### src/design/utf8d_pkg.sv
`timescale 1ns / 1ps
// ----------------------------------------------------------------------------
// utf8d_pkg
// shared types and constants of the utf-8 validating decoder
// ----------------------------------------------------------------------------
package utf8d_pkg;

    localparam int CP_W = 21;

    localparam logic [CP_W-1:0] REPL_RESET = 21'h00FFFD;
    localparam logic [CP_W-1:0] MIN_TWO    = 21'h000080;
    localparam logic [CP_W-1:0] MIN_THREE  = 21'h000800;
    localparam logic [CP_W-1:0] MIN_FOUR   = 21'h010000;
    localparam logic [CP_W-1:0] MAX_SCALAR = 21'h10FFFF;
    localparam logic [4:0]      SURR_TOP   = 5'b11011;

    typedef struct packed {
        logic [7:0] data_byte;
        logic       stream_end;
    } q_item_t;

    typedef struct packed {
        logic [CP_W-1:0] code_point;
        logic            was_error;
        logic            run_last;
        logic            output_end;
    } out_item_t;

    typedef struct packed {
        logic            has;
        logic [2:0]      adv;
        logic [CP_W-1:0] cp;
        logic            err;
    } dec_t;

    typedef enum logic {
        ST_LOAD,
        ST_SCAN
    } state_t;

endpackage

### src/design/utf8d_front.sv
`timescale 1ns / 1ps
// ----------------------------------------------------------------------------
// utf8d_front
// accepts input bytes into a two-entry queue ahead of the scanner
// ----------------------------------------------------------------------------
module utf8d_front (
    input  logic               aclk,
    input  logic               aresetn,
    input  logic               s_axis_tvalid,
    output logic               s_axis_tready,
    input  logic [7:0]         s_axis_tdata,   // data_byte
    input  logic               s_axis_tlast,   // stream_end
    output logic               q_valid,
    output utf8d_pkg::q_item_t q_item,
    input  logic               q_pop
);
    import utf8d_pkg::*;

    q_item_t    slot0_reg, slot0_next;
    q_item_t    slot1_reg, slot1_next;
    logic [1:0] count_reg, count_next;
    q_item_t    in_item;
    logic       push;
    logic       pop;

    assign in_item.data_byte  = s_axis_tdata;
    assign in_item.stream_end = s_axis_tlast;

    assign s_axis_tready = (count_reg != 2'd2);
    assign push          = s_axis_tvalid && s_axis_tready;
    assign q_valid       = (count_reg != 2'd0);
    assign pop           = q_pop && q_valid;
    assign q_item        = slot0_reg;

    always_comb begin
        slot0_next = slot0_reg;
        slot1_next = slot1_reg;
        count_next = count_reg;
        if (push && pop) begin
            if (count_reg == 2'd1) begin
                slot0_next = in_item;
            end else begin
                slot0_next = slot1_reg;
                slot1_next = in_item;
            end
        end else if (push) begin
            if (count_reg == 2'd0) begin
                slot0_next = in_item;
            end else begin
                slot1_next = in_item;
            end
            count_next = count_reg + 2'd1;
        end else if (pop) begin
            slot0_next = slot1_reg;
            count_next = count_reg - 2'd1;
        end
    end

    always_ff @(posedge aclk) begin
        if (!aresetn) begin
            count_reg <= 2'd0;
        end else begin
            count_reg <= count_next;
        end
    end

    always_ff @(posedge aclk) begin
        slot0_reg <= slot0_next;
        slot1_reg <= slot1_next;
    end

endmodule

### src/design/utf8d_back.sv
`timescale 1ns / 1ps
// ----------------------------------------------------------------------------
// utf8d_back
// holds partial sequences, scans one result per unstalled cycle, output register
// ----------------------------------------------------------------------------
module utf8d_back (
    input  logic                       aclk,
    input  logic                       aresetn,
    input  logic                       cfg_we,
    input  logic [utf8d_pkg::CP_W-1:0] cfg_wdata,
    input  logic                       q_valid,
    input  utf8d_pkg::q_item_t         q_item,
    output logic                       q_pop,
    output logic                       m_valid,
    input  logic                       m_ready,
    output utf8d_pkg::out_item_t       m_item
);
    import utf8d_pkg::*;

    function automatic dec_t decode(input logic [31:0] b, input logic [2:0] n,
                                    input logic fin, input logic [CP_W-1:0] repl);
        dec_t            r;
        logic [7:0]      lead;
        logic [7:0]      c1;
        logic [7:0]      c2;
        logic [7:0]      c3;
        logic [2:0]      need;
        logic [CP_W-1:0] val;
        logic            ok;
        lead  = b[7:0];
        c1    = b[15:8];
        c2    = b[23:16];
        c3    = b[31:24];
        r.has = 1'b0;
        r.adv = 3'd1;
        r.cp  = '0;
        r.err = 1'b0;
        need  = 3'd0;
        val   = '0;
        ok    = 1'b0;
        if (lead[7:5] == 3'b110) begin
            need = 3'd2;
        end else if (lead[7:4] == 4'b1110) begin
            need = 3'd3;
        end else if (lead[7:3] == 5'b11110) begin
            need = 3'd4;
        end
        if (n == 3'd0) begin
            r.has = 1'b0;
        end else if (!lead[7]) begin
            r.has = 1'b1;
            r.cp  = {13'd0, lead};
        end else if (need == 3'd0) begin
            r.has = 1'b1;
            r.err = 1'b1;
            r.cp  = repl;
        end else if (n < need) begin
            if (fin) begin
                r.has = 1'b1;
                r.err = 1'b1;
                r.cp  = repl;
                r.adv = n;
            end
        end else begin
            unique case (need)
                3'd2: begin
                    val = {10'd0, lead[4:0], c1[5:0]};
                    ok  = (c1[7:6] == 2'b10) && (val >= MIN_TWO);
                end
                3'd3: begin
                    val = {5'd0, lead[3:0], c1[5:0], c2[5:0]};
                    ok  = (c1[7:6] == 2'b10) && (c2[7:6] == 2'b10)
                          && (val >= MIN_THREE) && (val[15:11] != SURR_TOP);
                end
                default: begin
                    val = {lead[2:0], c1[5:0], c2[5:0], c3[5:0]};
                    ok  = (c1[7:6] == 2'b10) && (c2[7:6] == 2'b10)
                          && (c3[7:6] == 2'b10)
                          && (val >= MIN_FOUR) && (val <= MAX_SCALAR);
                end
            endcase
            r.has = 1'b1;
            if (ok) begin
                r.cp  = val;
                r.adv = need;
            end else begin
                r.err = 1'b1;
                r.cp  = repl;
            end
        end
        return r;
    endfunction

    state_t          state_reg, state_next;
    logic [31:0]     buf_reg, buf_next;
    logic [2:0]      n_reg, n_next;
    logic            fin_reg, fin_next;
    logic [CP_W-1:0] repl_reg;
    logic            m_valid_reg, m_valid_next;
    out_item_t       m_item_reg, m_item_next;
    dec_t            r0;
    dec_t            r1;
    logic [31:0]     buf_shift;
    logic [2:0]      n_after;
    logic [31:0]     keep_mask;
    logic            out_free;

    assign out_free  = !m_valid_reg || m_ready;
    assign keep_mask = ~(32'hFFFF_FFFF << {n_reg, 3'b000});
    assign r0        = decode(buf_reg, n_reg, fin_reg, repl_reg);
    assign buf_shift = buf_reg >> {r0.adv, 3'b000};
    assign n_after   = n_reg - r0.adv;
    assign r1        = decode(buf_shift, n_after, fin_reg, repl_reg);

    assign q_pop   = (state_reg == ST_LOAD) && q_valid;
    assign m_valid = m_valid_reg;
    assign m_item  = m_item_reg;

    always_comb begin
        state_next   = state_reg;
        buf_next     = buf_reg;
        n_next       = n_reg;
        fin_next     = fin_reg;
        m_valid_next = m_valid_reg && !m_ready;
        m_item_next  = m_item_reg;
        unique case (state_reg)
            ST_LOAD: begin
                if (q_valid) begin
                    buf_next   = (buf_reg & keep_mask)
                                 | ({24'd0, q_item.data_byte} << {n_reg, 3'b000});
                    n_next     = n_reg + 3'd1;
                    fin_next   = q_item.stream_end;
                    state_next = ST_SCAN;
                end
            end
            ST_SCAN: begin
                if (!r0.has) begin
                    state_next = ST_LOAD;
                end else if (out_free) begin
                    m_valid_next           = 1'b1;
                    m_item_next.code_point = r0.cp;
                    m_item_next.was_error  = r0.err;
                    m_item_next.run_last   = !r1.has;
                    m_item_next.output_end = fin_reg && !r1.has;
                    buf_next               = buf_shift;
                    n_next                 = n_after;
                    if (!r1.has) begin
                        state_next = ST_LOAD;
                    end
                end
            end
            default: begin
                state_next = ST_LOAD;
            end
        endcase
    end

    always_ff @(posedge aclk) begin
        if (!aresetn) begin
            state_reg   <= ST_LOAD;
            n_reg       <= 3'd0;
            m_valid_reg <= 1'b0;
            repl_reg    <= REPL_RESET;
        end else begin
            state_reg   <= state_next;
            n_reg       <= n_next;
            m_valid_reg <= m_valid_next;
            if (cfg_we) begin
                repl_reg <= cfg_wdata;
            end
        end
    end

    always_ff @(posedge aclk) begin
        buf_reg    <= buf_next;
        fin_reg    <= fin_next;
        m_item_reg <= m_item_next;
    end

endmodule

### src/design/utf8_validating_decoder.sv
`timescale 1ns / 1ps
// ----------------------------------------------------------------------------
// utf8_validating_decoder
// utf-8 byte stream to code points, malformed input replaced by a set code
// ----------------------------------------------------------------------------
// path: queue register, then held bytes, then output register
// flow: each byte is loaded, then scanned once per result (once when it gives
//   none) by the single-result scanner; scans wait while the output is full
// reset: empties the queue and held bytes, drops any pending result,
//   replacement code returns to 0xfffd
module utf8_validating_decoder (
    input  logic        aclk,
    input  logic        aresetn,
    input  logic        cfg_we,
    input  logic [20:0] cfg_wdata,
    input  logic        s_axis_tvalid,
    output logic        s_axis_tready,
    input  logic [7:0]  s_axis_tdata,   // [7:0] data_byte
    input  logic        s_axis_tlast,   // stream_end
    output logic        m_axis_tvalid,
    input  logic        m_axis_tready,
    output logic [23:0] m_axis_tdata,   // [20:0] code_point, [23:21] zero
    output logic [1:0]  m_axis_tuser,   // [0] was_error, [1] run_last
    output logic        m_axis_tlast    // output_end
);
    import utf8d_pkg::*;

    logic      q_valid;
    q_item_t   q_item;
    logic      q_pop;
    out_item_t m_item;

    utf8d_front u_front (
        .aclk          (aclk),
        .aresetn       (aresetn),
        .s_axis_tvalid (s_axis_tvalid),
        .s_axis_tready (s_axis_tready),
        .s_axis_tdata  (s_axis_tdata),
        .s_axis_tlast  (s_axis_tlast),
        .q_valid       (q_valid),
        .q_item        (q_item),
        .q_pop         (q_pop)
    );

    utf8d_back u_back (
        .aclk      (aclk),
        .aresetn   (aresetn),
        .cfg_we    (cfg_we),
        .cfg_wdata (cfg_wdata),
        .q_valid   (q_valid),
        .q_item    (q_item),
        .q_pop     (q_pop),
        .m_valid   (m_axis_tvalid),
        .m_ready   (m_axis_tready),
        .m_item    (m_item)
    );

    assign m_axis_tdata = {3'b000, m_item.code_point};
    assign m_axis_tuser = {m_item.run_last, m_item.was_error};
    assign m_axis_tlast = m_item.output_end;

endmodule

### config.mk
export PLATFORM = sky130hd
export DESIGN_NAME = utf8_validating_decoder
export DESIGN_NICKNAME = d
export VERILOG_FILES = /design/src/design/utf8d_pkg.sv /design/src/design/utf8d_front.sv /design/src/design/utf8d_back.sv /design/src/design/utf8_validating_decoder.sv
export SDC_FILE = /design/constraint.sdc
export NUM_CORES = 1
export LEC_CHECK = 0
export ABC_AREA = 1
export ABC_CLOCK_PERIOD_IN_PS = 11500
export BUFFER_PORTS_ARGS = -buffer_cell sky130_fd_sc_hd__buf_2
export CAP_MARGIN = 20
export CORE_AREA = 2 2 78 154
export DETAILED_ROUTE_END_ITERATION = 10
export DIE_AREA = 0 0 80 156
export PLACE_DENSITY_LB_ADDON = 0.12
export SLEW_MARGIN = 25
export SYNTH_ARGS = -nofsm -noshare
export SYNTH_HDL_FRONTEND = slang
export SYNTH_HIERARCHICAL = 1
export SYNTH_SLANG_ARGS = --single-unit
### constraint.sdc
create_clock -name aclk -period 11.5 [get_ports aclk]
set_clock_uncertainty 0.05 [all_clocks]
set_input_delay 0.575 -clock aclk [delete_from_list [all_inputs] [get_ports aclk]]
set_output_delay 0.575 -clock aclk [all_outputs]
set_load 0.005 [all_outputs]
* After elaboration in Yosys (flattened, before gate mapping)
Index checks and enable logic that the tools add are counted.
** Storage, ports and cells
- Register bits after elaboration :: 103
- Bits of input ports :: 35
- Output and inout port bits :: 29
- Logic and storage cells :: 172
** Cells by class
- Add/subtract/negate cells :: 4
- $lt $le $gt $ge :: 10
- Equality and inequality tests :: 26
- Shifts and indexed selects :: 3
- Multiplexer cells :: 67
- Bitwise gates (word level) :: 6
- Reductions and logical operators :: 40
** Operator list (count)
- $mux W26 :: 4
- $mux W32 :: 3
- $pmux W21 S2 :: 2
- $mux W9 :: 9
- $pmux W32 S2 :: 1
- $mux W21 :: 3
- $ge A21 B17 Y1 const B :: 2
- $le A21 B21 Y1 const B :: 2
- $mux W3 :: 13
- $and A32 B32 Y32 :: 1
- $ge A16 B12 Y1 const B :: 2
- $not A32 Y32 :: 1
- $or A32 B32 Y32 :: 1
- $shl A32 B6 Y32 const A :: 1
- $shl A8 B6 Y32 :: 1
- $shr A32 B6 Y32 :: 1
- $mux W25 :: 1
- $mux W1 :: 24
- $ge A11 B8 Y1 const B :: 2
- $mux W22 :: 1
- $logic_and A1 B1 Y1 :: 20
- $eq A2 B2 Y1 const B :: 6
- $eq A3 B2 Y1 const B :: 4
- $logic_not A3 Y1 :: 4
- other kinds (25) :: 47

* Longest topological paths before layout
Gate-level depths: netlist (run 1).
- Depth after elaboration :: 35
- Gate-level depth with buffers :: 26
- Depth with buffers taken out :: 26

* By module
Netlist (run 1), hierarchy kept.
** By module, submodules not included
- utf8d_back :: times used 1, cells an instance 604, area an instance 4969.8 sq um, seq. area each 2232.1 sq um
- utf8d_front :: times used 1, cells an instance 125, area an instance 1099.8 sq um, seq. area each 580.6 sq um
- utf8_validating_decoder :: times used 1, cells an instance 4, area an instance 26.3 sq um, seq. area each 0.0 sq um

* Worst setup path after synthesis (run 1)
Ideal clock, no wire load.
- Kind :: register to register
- From :: register u_back.buf_reg[3]
- To :: register with a tool-made name
- Library setup time :: 0.375 ns
- Arrival :: 3.974 ns
- Required time :: 11.075 ns
- Path slack :: 7.101 ns
- Stages on the path, launching flop included :: 16
- Buffers on the path :: 0
- Period minus slack after synthesis :: 4.399 ns
- Path through :: edfxtp_1 -> inv_1 -> nand4_1 -> ha_1 -> nand2_1 -> inv_1 -> a21oi_4 -> inv_2 -> o31ai_1 -> inv_1 -> nand2_1 -> nor2_1 -> inv_1 -> nand2_1 -> inv_1 -> a21oi_1
** RTL lines
- from (decl) :: RTL line utf8d_back.sv:95 : logic [31:0] buf_reg, buf_next;
- from (signal assigned) :: RTL line utf8d_back.sv:175 : buf_reg <= buf_next;

* Final worst setup path (run 1)
- From :: register u_back.buf_reg[3]
- To :: register u_back.state_reg
** On the way
- Word-level cells in the longest chain between the ends :: 29
- Elaborated cells on any way between the ends :: 46
- Those cells by class :: add/sub (1); order compare (4); eq/ne (7); shift (1); mux (27); reduce/logical (6)
** Ends and longest elaborated chain
- branches (longest 27 deep; another with $ge A16 B12 Y1)
- $mux W1 * :: RTL line utf8d_back.sv:137 : if (!r0.has) begin
- $pmux W1 S2 * :: RTL line utf8d_back.sv:126 : unique case (state_reg)
- to (signal assigned) :: RTL line utf8d_back.sv:165 : state_reg <= state_next;
- to (decl) :: RTL line utf8d_back.sv:94 : state_t state_reg, state_next;
Every way passes the cells marked *. The select of a mux whose other input is x is not followed.
A chain may end at the register's enable or synchronous reset.

==> results.cfg, run 1 <==
[status]
status = completed

[global_routing]
antenna_found_initial = 0
grt_first_pass_wirelength_mm = 27.0
grt_start_max_net_pins = 41
grt.overflow.total = 0
grt.met1_usage = 0.285
met2_usage = 0.538
gr-max-usage-layer = met2
grt_pass1_vias = 5302
met3_usage_grt = 0.0440
grt.total_usage = 0.291

[setup_path]
crit_chain = inv_1 > nand4_1 > ha_1 > a21o_1 > a21oi_4 > nor2_2 > nand3_4 > nand2_4 > inv_2 > ha_1 > inv_1 > fa_1 > xor2_1 > xor2_1 > inv_1 > ha_1 > a21oi_1 > nand3_1 > nor2_2 > nand2_2 > nand2_2 > nand2_1 > nand2_1 > a21oi_2
worst_ep_arrival_time_ps = 4860
r2r_cells = 24
crit_path_end = u_back/state_reg$_SDFF_PN0_
critPathRequiredTime_ps = 11690
startpoint_of_the_lowest_slack_register_to_register_path = u_back/buf_reg[3]$_DFFE_PP_
worstPathMaxFanout = 40
max_stage_delay_ps = 480
critical_path.startpoint = u_back/buf_reg[3]$_DFFE_PP_
worstSetupPathDepth = 24
endpoint_of_the_worst_register_to_register_path = u_back/state_reg$_SDFF_PN0_
end_kind = flip-flop
crit_type = flip-flop to flip-flop
worst_setup_path_start_kind = flip-flop
setup_slack_reg_to_reg_ps = 6840
buffers_inverters_on_critical_path = 4
worst_path_dominant_cell_family = adder cells
critical-path-slowest-cell = sky130_fd_sc_hd__edfxtp_1

[die]
starting_density_of_the_core = 0.540
fp.dieArea_sq_mm = 0.0125
core-area_sq_mm = 0.0113
die_height_um = 156
num_rows = 55
fp.dieW_um = 80
io_pins = 64

[detailed_routing]
drt_iter0_drc = 435
antenna_violating_nets_post_route = 0
num_vias = 5443
drc = 0
wl_per_cell_um = 19.1
totalWireLength_mm = 17.7
viasPerCell = 5.87
drtPass1Iterations = 5

[yosys]
synth.avg_cell_area_sq_um = 8.32
ys_types = 53
synth_largest_type_area_fraction = 0.369
yosysSeqAreaShare = 0.461
synth_largest_area_cell = sky130_fd_sc_hd__edfxtp_1
synthCells = 733
count_of_flip_flops_with_a_built_in_enable_after_synthesis = 75
syn_area_sq_mm = 0.00610
async_flop_share = 0
postSynthRegisterBits = 103
yosysWarnings = 6
synth_flop_cell = sky130_fd_sc_hd__edfxtp_1
yosysMostFrequentCell = sky130_fd_sc_hd__nand2_1
netlist_top_cells_area = sky130_fd_sc_hd__edfxtp_1, sky130_fd_sc_hd__nand2_1, sky130_fd_sc_hd__dfxtp_1, sky130_fd_sc_hd__inv_1, sky130_fd_sc_hd__nand3_1
synthTopCellsByCount = sky130_fd_sc_hd__nand2_1, sky130_fd_sc_hd__inv_1, sky130_fd_sc_hd__edfxtp_1

[finish]
areaGrowthSynthToFinish_pct = 10.8
design.final.nets = 829
fill_cells = 1059
diodes = 0
drive_above_1_share = 0.162

[cts]
holdBufCountCts = 0
tritoncts.num_buffers = 9
post-cts-setup-buffers = 0
cts_resized = 0
cts_tree = yes
cts-root-buf = sky130_fd_sc_hd__clkbuf_16
clock_tree.buffer_depth = 2
clk_slew_on_worst_s_h_paths_ps = 70
htreeDepth = 3
clk_latency_ps = 350
cts.sinks = 103

[power_and_ir_drop]
max-vdd-ir-drop_mv = 0.167
power.leakage_nw = 2.91
ratio_of_total_power_to_cell_area_mw_per_mm2 = 296

[placed_design]
dp_hpwl_mm = 13.7
post-place-ws_ps = 6900
io_buffers = 60
gp_routability_congestion = 1.03

[sta]
final-max-slew-violation-count = 0
setup_slack_ps = 6840
period_share = 0.405
max-slew-margin-rel = 0.345
number_of_hold_slack_violations_in_the_final_timing_report = 0
final_setup_violations = 0
setup_repair_after_global_routing_missed_its_margin = false
fmax_ghz = 0.214
setup_total_negative_slack_ps = 0
min_period_ps = 4660
slew_worst_pin_ps = 981

[worst_hold_path]
hold_path_startpoint = s_axis_tdata[3]
hold_path.class = input pin to flip-flop

[flow_run]
max_capacitance_violation_count = 0
-- worst reg2reg max path, delay by kind of cell (launching register included) --
family	cells	cell delay (ps)
adder cells (fa/ha/maj)	4	1210
AND/OR/NAND/NOR	10	1080
AO/OA/AOI/OAI	4	690
buffers and inverters	4	650
flip-flops	1	480
XOR/XNOR	2	400
-- cells in the final DEF, fill, tap and decap left out, drive strengths merged, types with 2 or more instances in the layout --
cell and count:
a22o 3, a221oi 6, clkbuf 11, o22ai 19
clkinv 5, edfxtp 75, nand3 69, nand2 203
o21ai 38, nand4 5, a32oi 4, inv 106
o32ai 3, xor2 2, dfxtp 28, buf 66
o211ai 17, a31oi 2, a21oi 36, o31ai 3
conb 3, a22oi 4, o221ai 15, nor2 38
ha 12, nor3 3, a32o 2
-- logic make-up (layout without fill, tap and decap cells) --
| kind of cell | Yosys count | count (layout) | synth area share |
|---|---|---|---|
| and+or+nand+nor | 319 | 319 | 0.241 |
| AOI/OAI and AO/OA | 157 | 157 | 0.172 |
| buffers and inverters | 138 | 189 | 0.0946 |
| DFF | 103 | 103 | 0.461 |
| adders and majority gates | 13 | 13 | 0.0279 |
| xor gates and xnor gates | 2 | 2 | 0.00287 |
| other | 1 | 3 | 0.000615 |
-- report_power, final --
group          internal [mW]  leakage (nW)  total (mW)  switching [mW]
sequential             0.611         0.951       0.732           0.121
clock                  0.160         0.141       0.300           0.140
combinational          0.292          1.82       0.967           0.675
total                   1.06          2.91        2.00           0.935
-- per-layer routing --
layer	vias to the layer above	routed length, um	part of all wire
li1	2616	-	-
met1	2553	5930	0.34
met2	212	9770	0.55
met3	62	805	0.045
met4	0	1190	0.067
met5	-	0	0
-- worst min-delay path by stage --
| stage | endpoint | slack, ps | cells past startpoint |
|---|---|---|---|
| 4_1_cts | u_front/slot1_reg[5]$_DFFE_PP_ | 350 | 1 |
| 3_5_place_dp | u_back/fin_reg$_DFFE_PP_ | 370 | 0 |
| 6_report | u_front/slot1_reg[4]$_DFFE_PP_ | 360 | 1 |
| 3_3_place_gp | u_back/fin_reg$_DFFE_PP_ | 360 | 0 |
| 5_1_grt | u_front/slot1_reg[5]$_DFFE_PP_ | 350 | 1 |
| 2_1_floorplan | u_back/fin_reg$_DFFE_PP_ | 350 | 0 |
-- through the flow --
stage                     utilization  power [mW]  area, sq um  hold WS (ps)  cells
after global placement          0.573        1.66         6460           361    912
after floorplan                     -        1.37         6100           350    735
after CTS                       0.599        1.98         6760           348    928
after global routing            0.599        2.12         6760           346    928
after detailed placement        0.573        1.68         6470           368    912
final                           0.599        2.00         6760           357    928
-- layout make-up --
cell class / instances / area (sq um) / area share
sequential: 103 / 2810 / 0.416
multi-input combinational: 494 / 2720 / 0.403
inverter: 107 / 409 / 0.0606
timing repair buffer: 66 / 345 / 0.0511
clock buffer: 11 / 253 / 0.0374
tap: 142 / 178 / 0.0263
clock inverter: 5 / 37.5 / 0.00556
No activity file was read; power rests on OpenSTA's default activity.
==> inputs of run 2 (changes only) <==
--- a/config.mk
+++ b/config.mk
@@ -6,7 +6,7 @@
 export NUM_CORES = 1
 export LEC_CHECK = 0
 export ABC_AREA = 1
-export ABC_CLOCK_PERIOD_IN_PS = 11500
+export ABC_CLOCK_PERIOD_IN_PS = 4700
 export BUFFER_PORTS_ARGS = -buffer_cell sky130_fd_sc_hd__buf_2
 export CAP_MARGIN = 20
 export CORE_AREA = 2 2 78 154
==> constraint.sdc (replaced) <==
create_clock -name aclk -period 4.7 [get_ports aclk]
set_clock_uncertainty 0.05 [all_clocks]
set_input_delay 0.235 -clock aclk [delete_from_list [all_inputs] [get_ports aclk]]
set_output_delay 0.235 -clock aclk [all_outputs]
set_load 0.005 [all_outputs]
==> run 2 against run 1 <==
- first-iteration DRC count is 38% lower
- global-route usage is 0.17 points higher
- sequential cell count stayed put
- sequential power is 140% higher
- cell count is 0.43% higher
- sequential share of layout area is 0.37 points lower
==> results.cfg, run 2 (same netlist as run 1, synthesis figures left out) <==
[status]
status = completed

[placed_design]
numPlacedInstances = 916
io_buffers = 60
gp_routability_congestion = 1.01
cell_area_after_placement_sq_mm = 0.00649
dp_hpwl_mm = 13.7
post-place-ws_ps = 371

[detailed_routing]
totalWireLength_mm = 17.7
antenna_violating_nets_post_route = 0
wl_per_cell_um = 19.0
drc = 0
viasPerCell = 5.93
num_vias = 5529
drt_iter0_drc = 269
drtPass1Iterations = 6

[finish]
design.final.nets = 833
areaGrowthSynthToFinish_pct = 11.8
diodes = 0
fin_cells = 932
stdcell_area_sq_mm = 0.00682
layout_commonest_cell = sky130_fd_sc_hd__nand2_1
drive_above_1_share = 0.163
top_library_cells_by_usage_in_the_layout_fill_and_taps_aside = sky130_fd_sc_hd__nand2_1, sky130_fd_sc_hd__inv_1, sky130_fd_sc_hd__edfxtp_1
postLayoutCoreUtil = 0.604

[die]
die_height_um = 156
num_rows = 55
fp.dieW_um = 80
io_pins = 64
fp.dieArea_sq_mm = 0.0125
core-area_sq_mm = 0.0113
starting_density_of_the_core = 0.540

[cts]
htreeDepth = 3
cts-root-buf = sky130_fd_sc_hd__clkbuf_16
holdBufCountCts = 0
tritoncts.num_buffers = 9
post-cts-setup-buffers = 0
cts.sinks = 103
clk_slew_on_worst_s_h_paths_ps = 70
clock_tree.buffer_depth = 2
clk_latency_ps = 350
cts_resized = 0
cts_tree = yes

[sta]
final_setup_violations = 0
setup_total_negative_slack_ps = 0
slew_worst_pin_ps = 1030
min_period_ps = 4350
fmax_ghz = 0.230
number_of_hold_slack_violations_in_the_final_timing_report = 0
setup_slack_ps = 354
hold_ws_ps = 17.8
setup_repair_after_global_routing_missed_its_margin = false
max-slew-margin-rel = 0.315
period_share = 0.925
final-max-slew-violation-count = 0

[setup_path]
worst_ep_arrival_time_ps = 4540
worst_setup_path_start_kind = flip-flop
worstPathMaxFanout = 10
end_kind = flip-flop
critPathRequiredTime_ps = 4900
endpoint_of_the_worst_register_to_register_path = u_back/state_reg$_SDFF_PN0_
r2r_cells = 24
setup_slack_reg_to_reg_ps = 350
startpoint_of_the_lowest_slack_register_to_register_path = u_back/buf_reg[3]$_DFFE_PP_
crit_type = flip-flop to flip-flop

[power_and_ir_drop]
power.leakage_nw = 2.95
p_total_mw = 4.99
ratio_of_total_power_to_cell_area_mw_per_mm2 = 733
max-vdd-ir-drop_mv = 0.482

[global_routing]
grt.total_usage = 0.293
grt_first_pass_wirelength_mm = 27.7
grt_start_max_net_pins = 40
grt.overflow.total = 0
antenna_found_initial = 0
grt_pass1_vias = 5395

[worst_hold_path]
hold_path.class = input pin to flip-flop
min_path_cells = 1
hold_path_startpoint = s_axis_tdata[0]
min_to = u_front/slot1_reg[1]$_DFFE_PP_

[flow_run]
max_capacitance_violation_count = 0
-- run 2: cell type report --
type / count / area (sq um)
Clock buffer: 13 / 262
Clock inverter: 3 / 65.1
Fill cell: 1055 / 4470
Inverter: 107 / 409
Multi-Input combinational cell: 494 / 2720
Sequential cell: 103 / 2810
Tap cell: 142 / 178
Timing Repair Buffer: 70 / 375
-- run 2: routing by layer --
| layer | track usage | routed length, um | up-vias |
|---|---|---|---|
| met2 | 0.556 | 9920 | 247 |
| li1 | - | - | 2627 |
| met4 | 0.175 | 990 | 0 |
| met3 | 0.0446 | 885 | 64 |
| met1 | 0.284 | 5900 | 2591 |
| met5 | 0 | 0 | - |
-- run 2: how the worst max path moves through the flow --
stage | start | to | slack, ps | cells past startpoint
6_report | u_back/buf_reg[3]$_DFFE_PP_ | u_back/state_reg$_SDFF_PN0_ | 350 | 24
3_3_place_gp | u_back/buf_reg[3]$_DFFE_PP_ | u_back/state_reg$_SDFF_PN0_ | 520 | 24
5_1_grt | u_back/buf_reg[3]$_DFFE_PP_ | u_back/state_reg$_SDFF_PN0_ | 20 | 24
3_5_place_dp | u_back/buf_reg[3]$_DFFE_PP_ | u_back/state_reg$_SDFF_PN0_ | 370 | 24
2_1_floorplan | u_back/buf_reg[3]$_DFFE_PP_ | flip-flop | 300 | 15
4_1_cts | u_back/buf_reg[3]$_DFFE_PP_ | u_back/state_reg$_SDFF_PN0_ | 360 | 24
-- run 2: report_power, final --
group / total, mW / internal, mW / switching [mW] / leakage, nW
Sequential: 1.75 / 1.49 / 0.259 / 0.951
Clock: 0.824 / 0.499 / 0.325 / 0.159
Combinational: 2.42 / 0.727 / 1.69 / 1.84
-- run 2: critical path, stage by stage, from the launching register on --
cell                       delay, ps
sky130_fd_sc_hd__edfxtp_1        460
sky130_fd_sc_hd__inv_1           230
sky130_fd_sc_hd__nand4_1         180
sky130_fd_sc_hd__ha_1            330
sky130_fd_sc_hd__a21o_1          190
sky130_fd_sc_hd__a21oi_4         330
sky130_fd_sc_hd__nor2_2           90
sky130_fd_sc_hd__nand3_4         110
sky130_fd_sc_hd__nand2_4          60
sky130_fd_sc_hd__inv_2           160
sky130_fd_sc_hd__ha_1            180
sky130_fd_sc_hd__inv_1            50
sky130_fd_sc_hd__fa_1            370
sky130_fd_sc_hd__xor2_1          170
sky130_fd_sc_hd__xor2_1          210
sky130_fd_sc_hd__inv_1            80
sky130_fd_sc_hd__ha_1            310
sky130_fd_sc_hd__a21oi_1         150
sky130_fd_sc_hd__nand3_1         110
sky130_fd_sc_hd__nor2_2          130
sky130_fd_sc_hd__nand2_2          60
sky130_fd_sc_hd__nand2_2          60
sky130_fd_sc_hd__nand2_1          50
sky130_fd_sc_hd__nand2_1          70
sky130_fd_sc_hd__a21oi_2          50
